<file path="config.mk">
export PLATFORM = sky130hd
export DESIGN_NAME = bfpu_chunk
export DESIGN_NICKNAME = d
export VERILOG_FILES = /design/src/hdl/bfpu_pkg.sv /design/src/hdl/bfpu_chunk.sv
export SDC_FILE = /design/constraint.sdc
export NUM_CORES = 1
export LEC_CHECK = 0
export ABC_AREA = 1
export BUFFER_PORTS_ARGS = -buffer_cell sky130_fd_sc_hd__buf_2
export CAP_MARGIN = 0
export CORE_MARGIN = 2
export CORE_UTILIZATION = 25
export DETAILED_ROUTE_END_ITERATION = 8
export PLACE_DENSITY = 0.48
export SLEW_MARGIN = 15
export SYNTH_ARGS = -nofsm -noshare
export SYNTH_HDL_FRONTEND = slang
export SYNTH_SLANG_ARGS = --single-unit
</file>
<file path="constraint.sdc">
create_clock -name vclk -period 2.5
set_input_delay 0 -clock vclk [all_inputs]
set_output_delay 0 -clock vclk [all_outputs]
set_load 0.02 [all_outputs]
</file>
<file path="src/hdl/bfpu_pkg.sv">
package bfpu_pkg;

    localparam int LEN_W     = 15;
    localparam int VALUE_W   = 32;
    localparam int COUNT_W   = 7;
    localparam int STATUS_W  = 3;
    localparam int CFG_IDX_W = 1;
    localparam int CFG_W     = 15;
    localparam int TAKE_W    = 4;

    localparam int STORE_BYTES_DEF    = 2048;
    localparam int MAX_FIELD_BITS_DEF = 32;

    localparam logic [LEN_W-1:0] MAX_BITS_RST = 15'd16384;

    localparam logic [1:0] OP_WRITE       = 2'd0;
    localparam logic [1:0] OP_READ        = 2'd1;
    localparam logic [1:0] OP_BEGIN_WRITE = 2'd2;
    localparam logic [1:0] OP_BEGIN_READ  = 2'd3;

    localparam logic [STATUS_W-1:0] ST_OK       = 3'd0;
    localparam logic [STATUS_W-1:0] ST_OVERFLOW = 3'd1;
    localparam logic [STATUS_W-1:0] ST_FATAL    = 3'd2;
    localparam logic [STATUS_W-1:0] ST_RANGE    = 3'd3;
    localparam logic [STATUS_W-1:0] ST_BADCOUNT = 3'd4;

    localparam logic [CFG_IDX_W-1:0] CFG_MAX_BITS  = 1'b0;
    localparam logic [CFG_IDX_W-1:0] CFG_ALLOW_OVF = 1'b1;

    typedef struct packed {
        logic [7:0]         byte_in;
        logic [2:0]         offset;
        logic [COUNT_W-1:0] rem;
        logic [7:0]         data_lo;
    } chunk_req_t;

    typedef struct packed {
        logic [TAKE_W-1:0] take;
        logic [7:0]        byte_out;
        logic [7:0]        bits;
    } chunk_rsp_t;

endpackage

</file>
<file path="src/hdl/bfpu_chunk.sv">
module bfpu_chunk (
    input  bfpu_pkg::chunk_req_t req,
    output bfpu_pkg::chunk_rsp_t rsp
);
    import bfpu_pkg::*;

    logic [TAKE_W-1:0] avail;
    logic [TAKE_W-1:0] take;
    logic [7:0]        mask;
    logic [7:0]        wmask;

    always_comb
    begin
        avail = TAKE_W'(4'd8 - {1'b0, req.offset});
        if (req.rem < COUNT_W'(avail))
        begin
            take = TAKE_W'(req.rem);
        end
        else
        begin
            take = avail;
        end
        mask  = 8'((9'd1 << take) - 9'd1);
        wmask = mask << req.offset;
        rsp.take     = take;
        rsp.byte_out = (req.byte_in & ~wmask) | ((req.data_lo << req.offset) & wmask);
        rsp.bits     = (req.byte_in >> req.offset) & mask;
    end

endmodule

</file>
[Word-level counts from Yosys, hierarchy flattened]
Cells that the tools add are included.
Cells by class
  magnitude comparators: 1
  add/sub/neg operators: 2
  shift-type cells: 4
  bitwise operators: 5
  multiplexer cells: 1
Operators by type and width (number)
  8-bit bitwise AND: 3
  8-bit by 3-bit << shifter with 8-bit output: 2
  8-bit NOT: 1
  8-bit OR: 1
  1-bit by 4-bit << shifter with 8-bit output, first input constant: 1
  8-bit by 3-bit right shift with 8-bit output: 1
  8-bit by 1-bit subtractor with 8-bit output, second input constant: 1
  7-bit by 4-bit less-than comparator with 1-bit output: 1
  4-bit 2-to-1 mux: 1
  4-bit by 3-bit subtractor with 4-bit output, first input constant: 1
Storage, ports and cells
  flip-flop bits (word level): 0
  logic and storage cells: 13
  input port bits: 26

[Longest topological paths before layout]
  depth after elaboration: 9
  gate-level depth with buffers: 26
  mapped depth without buffers: 25

[Worst setup path after synthesis]
OpenSTA, ideal clock, no wires.
  path type: input to output
  start: input req[16] in the netlist's numbering
  end: output rsp[9] in the netlist's numbering
  buffers on the path: 1
  cell stages on the path: 16
  data arrival time: 2.865 ns
  slack: -0.365 ns
  path through: buf_2 > nor2_4 > inv_2 > nor2_2 > inv_2 > ha_1 > nor4_4 > nand3b_1 > nand2_2 > nand2_4 > nor2_4 > inv_1 > ha_1 > inv_1 > o21ai_2 > o41ai_1
RTL lines
  start: declaration: line bfpu_chunk.sv:2  | input bfpu_pkg::chunk_req_t req,
  end: declaration: line bfpu_chunk.sv:3  | output bfpu_pkg::chunk_rsp_t rsp

==> flow_summary.json <==
{
  "grtUsageTotal": 0.173,
  "synth_cell_types": 35,
  "vias": 1806,
  "status": "complete, no violations",
  "firstDrtPassIters": 4,
  "drv_slew": 0,
  "path_common_cell": "inv_2",
  "hold_buffers": 0,
  "arrival_ps": 2440,
  "vdd_drop_max_mv": 0.104,
  "crit_type": "in -> out",
  "die_h_um": 74.2,
  "final_layout_size_suffix_gt1_frac": 0.511,
  "swShare": 0.580,
  "num-clock-buffers": 0,
  "postRouteWirelength_um": 4720,
  "die_x_um": 74.2,
  "ios": 46,
  "p_comb_frac": 1.000,
  "crit_path_end": "rsp[15]",
  "cp_max_fo": 7,
  "n_sequential_cell": 0,
  "fin_util": 0.445,
  "stdcell_count": 382,
  "p_int_uw": 225,
  "dp.final_hpwl_um": 3800,
  "relSlewSlack": 0.712,
  "cp-startpoint": "req[16]",
  "synthTopCellsByArea": "nand2_1 23%, nand3_1 17%, o21ai_0 6.9%, inv_1 6.4%, nor2_1 5.2%",
  "die_area_mm2": 0.00550,
  "start_util": 0.261,
  "nNetsFinal": 346,
  "setup_ws_ps": 58.5,
  "synth_top_area_cell": "nand2_1",
  "via_per_inst": 4.73,
  "syn_area_mm2": 0.00123,
  "syn_nets": 270,
  "hold_viol_final": 0,
  "cpPeakStageDelay_ps": 250,
  "place_ws_ps": -30.2,
  "yosys_warnings": 0,
  "antenna_found_initial": 0,
  "hp-class": "in -> out",
  "num_antenna_cells": 0,
  "holdWs_ps": 326,
  "pwr-share-clk": 0,
  "coreArea_mm2": 0.00472,
  "yosysMostFrequentCell": "nand2_1",
  "cap_violations": 0,
  "io_buffers": 46,
  "syn2layout_area_growth_pct": 70.5,
  "max_freq_ghz": 0.410,
  "synthTopCellsByCount": "76 x nand2_1, 41 x nand3_1, 21 x inv_1",
  "setup_viol": 0,
  "seq_power_share": 0,
  "min_period_ps": 2440,
  "grt_pass1_vias": 1673,
  "p_leak_nw": 1.05,
  "synth.avg_cell_area_um2": 5.11,
  "worst_pin_slew_ps": 428,
  "regArea_um2": 0,
  "fin_crit_sh": 0.977,
  "syn-instance-count": 241,
  "grt_pass1_wl_um": 7710,
  "wl_per_cell_um": 12.3,
  "p_sw_uw": 312,
  "worstSetupStartpointType": "input pin",
  "dp_cells": 374,
  "hold_start": "req[21]",
  "detail-route-antenna-nets": 0,
  "rows": 25,
  "power_density_mw_per_mm2": 256,
  "end_kind": "primary output",
  "drc": 0,
  "drt_iter0_markers": 112,
  "gp_congestion": 0.885,
  "rsz0062_at_grt": "true",
  "critPathSlowestCell": "ha_4",
  "grt_max_degree": 35,
  "cp.required_ps": 2500,
  "grt-ovfl-total": 0,
  "ys_seq_area_frac": 0,
  "synth_top_area_frac": 0.232
}
final cells by class:
type                       instances  area, um2
tap                               67       83.8
fill                             522       2620
timing repair buffer              83        571
inverter                          28        118
multi-input combinational        204       1330
cells by family (layout without fill, tap and decap cells):
family                   count (synthesis)  in the layout  synth area share
AO/OA/AOI/OAI                           39             39             0.193
adder cells (fa/ha/maj)                  3              3            0.0305
buffers and inverters                   37            111             0.135
multiplexers                             1              1           0.00813
AND/OR/NAND/NOR                        161            161             0.633
metal layers:
layer | track usage | vias to the layer above | share of wire
met5 | 0 | - | 0
met4 | 0.00404 | 0 | 0
met3 | 0.00542 | 0 | 0.047
met2 | 0.295 | 42 | 0.47
met1 | 0.258 | 808 | 0.48
li1 | - | 956 | -
power groups by stage:
stage	combinational (mW)	clock (mW)	sequential, mW
6_report	0.537	0	0
4_1_cts	0.478	0	0
3_3_place_gp	0.463	0	0
3_5_place_dp	0.460	0	0
5_1_grt	0.589	0	0
2_1_floorplan	0.307	0	0
worst min path at each step:
stage | to | slack [ps] | cells after the start
2_1_floorplan | rsp[11] | 150 | 2
4_1_cts | rsp[11] | 340 | 4
3_3_place_gp | rsp[11] | 360 | 4
6_report | rsp[11] | 330 | 4
5_1_grt | rsp[11] | 350 | 4
3_5_place_dp | rsp[11] | 360 | 4
stage by stage:
step / setup TNS, ps / total power [mW] / area, um2
6_report: 0 / 0.537 / 2100
5_1_grt: -1080 / 0.589 / 2100
4_1_cts: 0 / 0.478 / 1890
3_5_place_dp: -54.5 / 0.460 / 1830
3_3_place_gp: -71.6 / 0.463 / 1830
2_1_floorplan: -27.4 / 0.307 / 1370
worst max-delay path, delay by kind of cell:
family                   cells  cell delay, ps
AND/OR/NAND/NOR             16            1480
buffers and inverters        8             520
adder cells (fa/ha/maj)      2             440
placed cells by master, fill, tap and decap left out, types with 2 or more instances in the layout:
master     n
a21oi_1    4
buf_2     36
buf_4     38
buf_6      8
ha_4       3
inv_1     14
inv_2      9
inv_4      5
nand2_1   59
nand2_2   17
nand2_4    9
nand3_1   29
nand3_2   15
nand3b_1   2
nor2_1    16
nor2_2     4
nor2_4     3
o21ai_0   16
o21ai_1    2
o21ai_2    2
o21ai_4    3
o221ai_1   3
or2_2      2
repair_timing:
action | in CTS | in global routing
buffers inserted | 2 | 6
pin swaps | 6 | 26
gates resized for setup | 9 | 48
setup endpoints to repair | 4 | 9
Power figures use the tool's default switching activity.
